File: src/sv/olir_pkg.sv
package olir_pkg;

  // Default list capacity
  localparam int unsigned DefCapacity = 16;

  // Field widths
  localparam int unsigned OpW       = 2;
  localparam int unsigned ValueW    = 32;
  localparam int unsigned StatusW   = 3;
  localparam int unsigned CntOutW   = 5;

  // Operation codes on the input
  localparam logic [OpW-1:0] OP_INS_FRONT = 2'd0;
  localparam logic [OpW-1:0] OP_INS_BACK  = 2'd1;
  localparam logic [OpW-1:0] OP_REMOVE    = 2'd2;
  localparam logic [OpW-1:0] OP_DUMP      = 2'd3;

  // Result status codes
  localparam logic [StatusW-1:0] ST_DONE      = 3'd0;
  localparam logic [StatusW-1:0] ST_FULL      = 3'd1;
  localparam logic [StatusW-1:0] ST_NOT_FOUND = 3'd2;
  localparam logic [StatusW-1:0] ST_EMPTY     = 3'd3;
  localparam logic [StatusW-1:0] ST_ENTRY     = 3'd4;

  // Command kind after classification
  typedef enum logic [1:0] {
    K_INS_FRONT,
    K_INS_BACK,
    K_REMOVE,
    K_DUMP
  } kind_e;

  // One queued command
  typedef struct packed {
    kind_e                    kind;
    logic signed [ValueW-1:0] value;
  } cmd_t;

endpackage

File: src/sv/olir_front.sv
module olir_front import olir_pkg::*; (
  input  logic                     clk_i,
  input  logic                     rst_ni,
  input  logic                     in_valid_i,
  output logic                     in_stall_o,
  input  logic [OpW-1:0]           operation_i,
  input  logic signed [ValueW-1:0] value_i,
  output logic                     q_valid_o,
  output cmd_t                     q_item_o,
  input  logic                     q_pop_i
);

  cmd_t       buf_q [2];
  logic       wr_q;
  logic       rd_q;
  logic [1:0] fill_q;
  logic       push;
  cmd_t       cmd;

  // Classify the incoming operation
  always_comb begin
    cmd.value = value_i;
    case (operation_i)
      OP_INS_FRONT: cmd.kind = K_INS_FRONT;
      OP_INS_BACK:  cmd.kind = K_INS_BACK;
      OP_REMOVE:    cmd.kind = K_REMOVE;
      OP_DUMP:      cmd.kind = K_DUMP;
      default:      cmd.kind = K_DUMP;
    endcase
  end

  assign in_stall_o = (fill_q == 2'd2);
  assign push       = in_valid_i && !in_stall_o;
  assign q_valid_o  = (fill_q != 2'd0);
  assign q_item_o   = buf_q[rd_q];

  // Store classified commands
  always_ff @(posedge clk_i) begin
    if (push) begin
      buf_q[wr_q] <= cmd;
    end
  end

  // Advance queue pointers and fill level
  always_ff @(posedge clk_i or negedge rst_ni) begin
    if (!rst_ni) begin
      wr_q   <= 1'b0;
      rd_q   <= 1'b0;
      fill_q <= 2'd0;
    end else begin
      if (push) begin
        wr_q <= ~wr_q;
      end
      if (q_pop_i) begin
        rd_q <= ~rd_q;
      end
      case ({push, q_pop_i})
        2'b10:   fill_q <= fill_q + 2'd1;
        2'b01:   fill_q <= fill_q - 2'd1;
        default: fill_q <= fill_q;
      endcase
    end
  end

endmodule

File: src/sv/olir_back.sv
module olir_back import olir_pkg::*; #(
  parameter int unsigned CAPACITY = DefCapacity,
  localparam int unsigned CntW    = $clog2(CAPACITY + 1)
) (
  input  logic                     clk_i,
  input  logic                     rst_ni,
  input  logic                     q_valid_i,
  input  cmd_t                     q_item_i,
  output logic                     q_pop_o,
  output logic                     out_valid_o,
  input  logic                     out_stall_i,
  output logic [StatusW-1:0]       status_o,
  output logic signed [ValueW-1:0] data_o,
  output logic [CntOutW-1:0]       entry_count_o,
  output logic                     last_o,
  output logic [CntW-1:0]          cnt_o
);

  localparam int unsigned LvlN = $clog2(CAPACITY);

  localparam logic [1:0] S_IDLE  = 2'd0;
  localparam logic [1:0] S_SHIFT = 2'd1;
  localparam logic [1:0] S_DUMP  = 2'd2;

  logic [1:0]               state_q, state_d;
  logic [CntW-1:0]          cnt_q, cnt_d;
  logic [CntW-1:0]          idx_q, idx_d;
  logic [CAPACITY-1:0]      match_q;
  logic signed [ValueW-1:0] cell_q [CAPACITY];
  logic signed [ValueW-1:0] nxt_w  [CAPACITY];
  logic signed [ValueW-1:0] prv_w  [CAPACITY];
  logic [CAPACITY-1:0]      pre_w  [LvlN+1];
  logic                     out_free;
  logic                     emit;
  logic [StatusW-1:0]       st;
  logic signed [ValueW-1:0] dat;
  logic                     lst;
  logic                     do_front, do_back, do_remove, do_rotate, do_match;
  logic                     full, empty;

  logic                     out_valid_q;
  logic [StatusW-1:0]       status_q;
  logic signed [ValueW-1:0] data_q;
  logic [CntOutW-1:0]       ecount_q;
  logic                     last_q;

  // Neighbor taps of each cell
  for (genvar g = 0; g < CAPACITY; g++) begin : g_tap
    if (g < CAPACITY - 1) begin : g_n
      assign nxt_w[g] = cell_q[g+1];
    end else begin : g_w
      assign nxt_w[g] = cell_q[0];
    end
    if (g > 0) begin : g_p
      assign prv_w[g] = cell_q[g-1];
    end else begin : g_h
      assign prv_w[g] = q_item_i.value;
    end
  end

  // Mark cells at or behind the first match
  assign pre_w[0] = match_q;
  for (genvar l = 0; l < LvlN; l++) begin : g_pre
    assign pre_w[l+1] = pre_w[l] | (pre_w[l] << (1 << l));
  end

  assign full     = (cnt_q == CntW'(CAPACITY));
  assign empty    = (cnt_q == '0);
  assign out_free = !out_valid_q || !out_stall_i;

  // Sequence one command at a time
  always_comb begin
    state_d   = state_q;
    cnt_d     = cnt_q;
    idx_d     = idx_q;
    q_pop_o   = 1'b0;
    emit      = 1'b0;
    st        = ST_DONE;
    dat       = '0;
    lst       = 1'b1;
    do_front  = 1'b0;
    do_back   = 1'b0;
    do_remove = 1'b0;
    do_rotate = 1'b0;
    do_match  = 1'b0;
    case (state_q)
      S_IDLE: begin
        if (q_valid_i && out_free) begin
          q_pop_o = 1'b1;
          case (q_item_i.kind)
            K_INS_FRONT, K_INS_BACK: begin
              emit = 1'b1;
              if (full) begin
                st = ST_FULL;
              end else begin
                cnt_d    = cnt_q + CntW'(1);
                do_front = (q_item_i.kind == K_INS_FRONT);
                do_back  = (q_item_i.kind == K_INS_BACK);
              end
            end
            K_REMOVE: begin
              if (empty) begin
                emit = 1'b1;
                st   = ST_EMPTY;
              end else begin
                do_match = 1'b1;
                state_d  = S_SHIFT;
              end
            end
            K_DUMP: begin
              if (empty) begin
                emit = 1'b1;
                st   = ST_EMPTY;
              end else begin
                idx_d   = '0;
                state_d = S_DUMP;
              end
            end
            default: begin
              state_d = S_IDLE;
            end
          endcase
        end
      end
      S_SHIFT: begin
        if (out_free) begin
          emit    = 1'b1;
          state_d = S_IDLE;
          if (match_q == '0) begin
            st = ST_NOT_FOUND;
          end else begin
            do_remove = 1'b1;
            cnt_d     = cnt_q - CntW'(1);
          end
        end
      end
      S_DUMP: begin
        if (out_free) begin
          emit      = 1'b1;
          st        = ST_ENTRY;
          dat       = cell_q[0];
          lst       = (idx_q == cnt_q - CntW'(1));
          do_rotate = 1'b1;
          idx_d     = idx_q + CntW'(1);
          if (lst) begin
            state_d = S_IDLE;
          end
        end
      end
      default: begin
        state_d = S_IDLE;
      end
    endcase
  end

  // Update the cell row: shift in, append, close a gap or rotate
  always_ff @(posedge clk_i) begin
    for (int i = 0; i < CAPACITY; i++) begin
      if (do_front) begin
        cell_q[i] <= prv_w[i];
      end else if (do_back && (CntW'(i) == cnt_q)) begin
        cell_q[i] <= q_item_i.value;
      end else if (do_remove && pre_w[LvlN][i]) begin
        cell_q[i] <= nxt_w[i];
      end else if (do_rotate) begin
        cell_q[i] <= (CntW'(i) == cnt_q - CntW'(1)) ? cell_q[0] : nxt_w[i];
      end
    end
  end

  // Compare every live cell against the value to remove
  always_ff @(posedge clk_i) begin
    if (do_match) begin
      for (int i = 0; i < CAPACITY; i++) begin
        match_q[i] <= (cell_q[i] == q_item_i.value) && (CntW'(i) < cnt_q);
      end
    end
  end

  // Hold result payload
  always_ff @(posedge clk_i) begin
    if (out_free && emit) begin
      status_q <= st;
      data_q   <= dat;
      ecount_q <= CntOutW'(cnt_d);
      last_q   <= lst;
    end
  end

  // Control state
  always_ff @(posedge clk_i or negedge rst_ni) begin
    if (!rst_ni) begin
      state_q     <= S_IDLE;
      cnt_q       <= '0;
      idx_q       <= '0;
      out_valid_q <= 1'b0;
    end else begin
      state_q <= state_d;
      cnt_q   <= cnt_d;
      idx_q   <= idx_d;
      if (out_free) begin
        out_valid_q <= emit;
      end
    end
  end

  assign out_valid_o   = out_valid_q;
  assign status_o      = status_q;
  assign data_o        = data_q;
  assign entry_count_o = ecount_q;
  assign last_o        = last_q;
  assign cnt_o         = cnt_q;

endmodule

File: src/sv/ordered_list_insert_remove.sv
// Ordered list of up to CAPACITY signed 32-bit values, held front to back in a
// row of registers. Commands enter a two-entry queue and are executed one at a
// time by the list engine behind it. An insert at front or back is done as the
// engine takes the command, a remove first compares all cells and then closes
// the gap in one shift, and a dump takes a start step and then streams one entry
// per cycle by rotating the row while the output is not stalled. Results go out
// through an output register, so the queue keeps taking commands while a result
// waits.
module ordered_list_insert_remove import olir_pkg::*; #(
  parameter int unsigned CAPACITY = DefCapacity
) (
  input  logic                     clk_i,
  input  logic                     rst_ni,
  input  logic                     in_valid_i,
  output logic                     in_stall_o,
  input  logic [OpW-1:0]           operation_i,
  input  logic signed [ValueW-1:0] value_i,
  output logic                     out_valid_o,
  input  logic                     out_stall_i,
  output logic [StatusW-1:0]       status_o,
  output logic signed [ValueW-1:0] data_o,
  output logic [CntOutW-1:0]       entry_count_o,
  output logic                     last_o
);

  localparam int unsigned CntW = $clog2(CAPACITY + 1);

  logic            q_valid;
  cmd_t            q_item;
  logic            q_pop;
  logic [CntW-1:0] cnt;

  olir_front u_front (
    .clk_i       (clk_i),
    .rst_ni      (rst_ni),
    .in_valid_i  (in_valid_i),
    .in_stall_o  (in_stall_o),
    .operation_i (operation_i),
    .value_i     (value_i),
    .q_valid_o   (q_valid),
    .q_item_o    (q_item),
    .q_pop_i     (q_pop)
  );

  olir_back #(
    .CAPACITY (CAPACITY)
  ) u_back (
    .clk_i         (clk_i),
    .rst_ni        (rst_ni),
    .q_valid_i     (q_valid),
    .q_item_i      (q_item),
    .q_pop_o       (q_pop),
    .out_valid_o   (out_valid_o),
    .out_stall_i   (out_stall_i),
    .status_o      (status_o),
    .data_o        (data_o),
    .entry_count_o (entry_count_o),
    .last_o        (last_o),
    .cnt_o         (cnt)
  );

`ifndef SYNTHESIS
  // List never grows past its capacity
  a_cnt_bound: assert property (@(posedge clk_i) disable iff (!rst_ni)
    cnt <= CntW'(CAPACITY))
    else $error("entry count above capacity");

  // Every result other than a dump entry closes its command with zero data
  a_single: assert property (@(posedge clk_i) disable iff (!rst_ni)
    out_valid_o && (status_o != ST_ENTRY) |-> last_o && (data_o == '0))
    else $error("single result not marked last or carries data");

  // A dump entry is only produced while the list holds entries
  a_entry_nonempty: assert property (@(posedge clk_i) disable iff (!rst_ni)
    out_valid_o && (status_o == ST_ENTRY) |-> (cnt != '0))
    else $error("dump entry from an empty list");

  // Nothing is taken from the queue while it is empty
  a_pop_valid: assert property (@(posedge clk_i) disable iff (!rst_ni)
    q_pop |-> q_valid)
    else $error("queue popped while empty");
`endif

endmodule
File: config.mk
export PLATFORM = sky130hd
export DESIGN_NAME = ordered_list_insert_remove
export DESIGN_NICKNAME = d
export VERILOG_FILES = /design/src/sv/olir_pkg.sv /design/src/sv/olir_front.sv /design/src/sv/olir_back.sv /design/src/sv/ordered_list_insert_remove.sv
export SDC_FILE = /design/constraint.sdc
export NUM_CORES = 2
export LEC_CHECK = 0
export BUFFER_PORTS_ARGS = -buffer_cell sky130_fd_sc_hd__buf_2
export CAP_MARGIN = 15
export CELL_PAD_IN_SITES_DETAIL_PLACEMENT = 1
export CELL_PAD_IN_SITES_GLOBAL_PLACEMENT = 2
export CORE_ASPECT_RATIO = 0.8
export CORE_UTILIZATION = 46
export DETAILED_ROUTE_END_ITERATION = 10
export PLACE_DENSITY_LB_ADDON = 0.1
export SLEW_MARGIN = 20
export SYNTH_ARGS = -nofsm -noshare
export SYNTH_HDL_FRONTEND = slang
export SYNTH_SLANG_ARGS = --single-unit
File: constraint.sdc
create_clock -name clk_i -period 10.4 [get_ports clk_i]
set_input_delay 0 -clock clk_i [delete_from_list [all_inputs] [get_ports clk_i]]
set_output_delay 0 -clock clk_i [all_outputs]
set_load 0.005 [all_outputs]
==> results.toml <==
[run_status]
status = "complete, no violations"

[floorplanning]
placementRows = 97
die_area_um2 = 89520
core_um2 = 87510
die-width_um = 334.3
dieHeight_um = 267.8
ioPinCount = 81
initial_core_util = 0.4643

[global_routing]
track_usage = 0.4054
first_global_vias = 35197
grt_max_degree = 91
grt_pass1_wl_um = 262800
antenna_found_initial = 15
grt_remaining_overflow = 0

[timing]
finalHoldViolCount = 0
max_freq_mhz = 197.9
slew_viol_final = 0
tns_ns = 0
worst_pin_slew_ns = 1.322
post-route-period-util = 0.4858
setup_viol_count_final = 0
worst_slack_ns = 5.347
slew_headroom = 0.1102
rsz0062_at_grt = "false"
min_period_ns = 5.053
hold_ws_ns = 0.06188
clock_skew_ns = 0.02963

[worst_setup_path]
r2r_slack_ns = 5.35
critPathTopFamily = "simple AND/OR/NAND/NOR gates"
r2r_end = "u_back.match_q[1]"
critPathMaxFanout = 31
critPathCaptureType = "flip-flop"
arrival_ns = 5.43
worst_path_max_delay_cell = "dfrtp_4"
start_kind = "flip-flop"
rr_startpoint = "u_front.rd_q"
cp_cell_sequence = "buf_4 -> mux2i_4 -> buf_4 -> xnor2_1 -> nor4_1 -> nand4_1 -> or4_1 -> nor4_1"
slowest_delay_ns = 0.84
worstRegToRegCells = 8
crit_type = "flip-flop to flip-flop"
cp.required_ns = 10.78
critical_path_buf_inv_count = 2

[yosys]
synthMuxAreaShare = 0.01783
ys_seq_area_frac = 0.4813
async_flop_share = 0.02599
synth_edf_count = 637
synthAdderAreaFrac = 0.004004
synthTopCellsByArea = "edfxtp_1, o221a_2, xnor2_1"
synth_xor_area_frac = 0.1136
ys_ff_latch = 654
netlist_area_um2 = 40630
synth_top_area_frac = 0.4708
synth_top_family_by_area = "compound AO/OA/AOI/OAI gates"
synth_fp_nets = 3913
synth_cell_types = 73
synth-main-ff-cell = "edfxtp_1"
netlist_instances = 3862
yosysTopAreaCell = "edfxtp_1"
yosysMostFrequentCell = "edfxtp_1"
yosys.area_share.simple = 0.1115
ys.warnings.count = 0
yosys-top-cells-count = "edfxtp_1, clkbuf_1, nand2_1"
syn_avg_cell_area_um2 = 10.52
synth-compound-area-share = 0.2188

[cts]
ctsResizeCount = 0
cts_made_buffers = 76
htree_num_levels = 3
worstSkewPairLatency_ns = 0.67
clkTransAtPathRegs_ns = 0.07
clockBufferDepth = 3
cts_sinks = 654
cts_tree = "done"
root_buffer = "clkbuf_16"

[finish]
syn2layout_area_growth_pct = 11.07
final_area_um2 = 45120
drive_above_1_share = 0.1750
final_nets = 3789

[placement]
routabilityCongestion = 1.033
numPortBuffers = 80
place_area_um2 = 42330
dp_hpwl_um = 130300
pre_cts_ws_ns = 5.513

[drt]
routedWlPerCell_um = 37.12
via_per_inst = 7.291
via_count = 36381
detailedRoute.firstIterationViolations = 5425
routed_wl_um = 185200
drt_pre_antenna_iters = 6
ant_nets = 0
drc = 0

[hold_path]
worstHoldStart = "value_i[1]"
hold_depth = 2
min_to = "u_front.buf_q[0][1]"
hp-class = "input port to flip-flop"

[flow_run]
cap_viol_max_count = 0
-- cells by family after synthesis --
family	Yosys count
simple gates	959
fa+ha+maj	13
flops	654
xor+xnor	527
compound gates	1089
buf+inv	548
mux	72
-- layout make-up --
cell class	count	area, µm²
Fill cell	9259	42380
Inverter	105	394.1
Clock buffer	89	2013
Sequential cell	654	19560
Multi-Input combinational cell	2660	19580
Tap cell	1188	1486
Timing Repair Buffer	241	1704
Antenna cell	3	7.507
Clock inverter	50	379.1
-- metrics by stage --
step | cells | util
detailed placement | 4810 | 0.4837
floorplan | 3862 | -
CTS | 4987 | 0.5154
finish | 4990 | 0.5157
global route | 4987 | 0.5156
global placement | 4810 | 0.4834
-- registers in the layout (all words and copies together) (netlist names) --
signal and flops:
u_back.cell_q 512, u_back.state_q 2, u_back.cnt_o 5, u_front.buf_q 68
u_back.out_valid_o 1, u_front.wr_q 1, u_back.data_o 32, u_back.last_o 1
u_back.status_o 3, u_front.rd_q 1, u_back.idx_q 5, u_back.match_q 16
u_back.entry_count_o 5, u_front.fill_q 2
-- worst max path at each step --
stage,slack (ns),start,depth (start not counted),end
after global placement,5.58,u_front.rd_q,8,u_back.match_q[1]
after CTS,5.48,u_back.cnt_o[1],8,u_back.cell_q[0][131]
after floorplan,5.90,u_back.cnt_o[1],8,u_back.data_o[0]
after detailed placement,5.51,u_back.cnt_o[1],9,u_back.cell_q[0][196]
final,5.35,u_front.rd_q,8,u_back.match_q[1]
after global routing,5.13,u_back.cnt_o[1],8,u_back.cell_q[0][131]
-- per-layer routing --
metal	routed length (µm)	global-route usage
met1	75640	0.5727
met2	76050	0.5661
met3	28250	0.1700
met4	5240	0.1076
met5	27	0
-- what timing repair did --
action                    in CTS  in global routing
hold endpoints to repair      98                  0
buffers inserted               0                  0
hold buffers                  38                  0
-- layout by cell type, fill, tap and decap left out, types with 75 or more instances in the layout --
cell and count:
edfxtp_1 637, nand2_1 279, clkbuf_16 78, o221a_2 244, inv_1 103, nand4_1 89, o21ai_0 123, a21oi_1 87
a22oi_1 130, buf_2 80, a221oi_1 97, o22ai_1 95, xnor2_1 276, nor4_1 107, xor2_1 251, nor2_1 268
nor3_1 75, buf_4 123
Power is not shown: default switching activity piles up to over one toggle a cycle in this logic, so the estimate is an artifact.
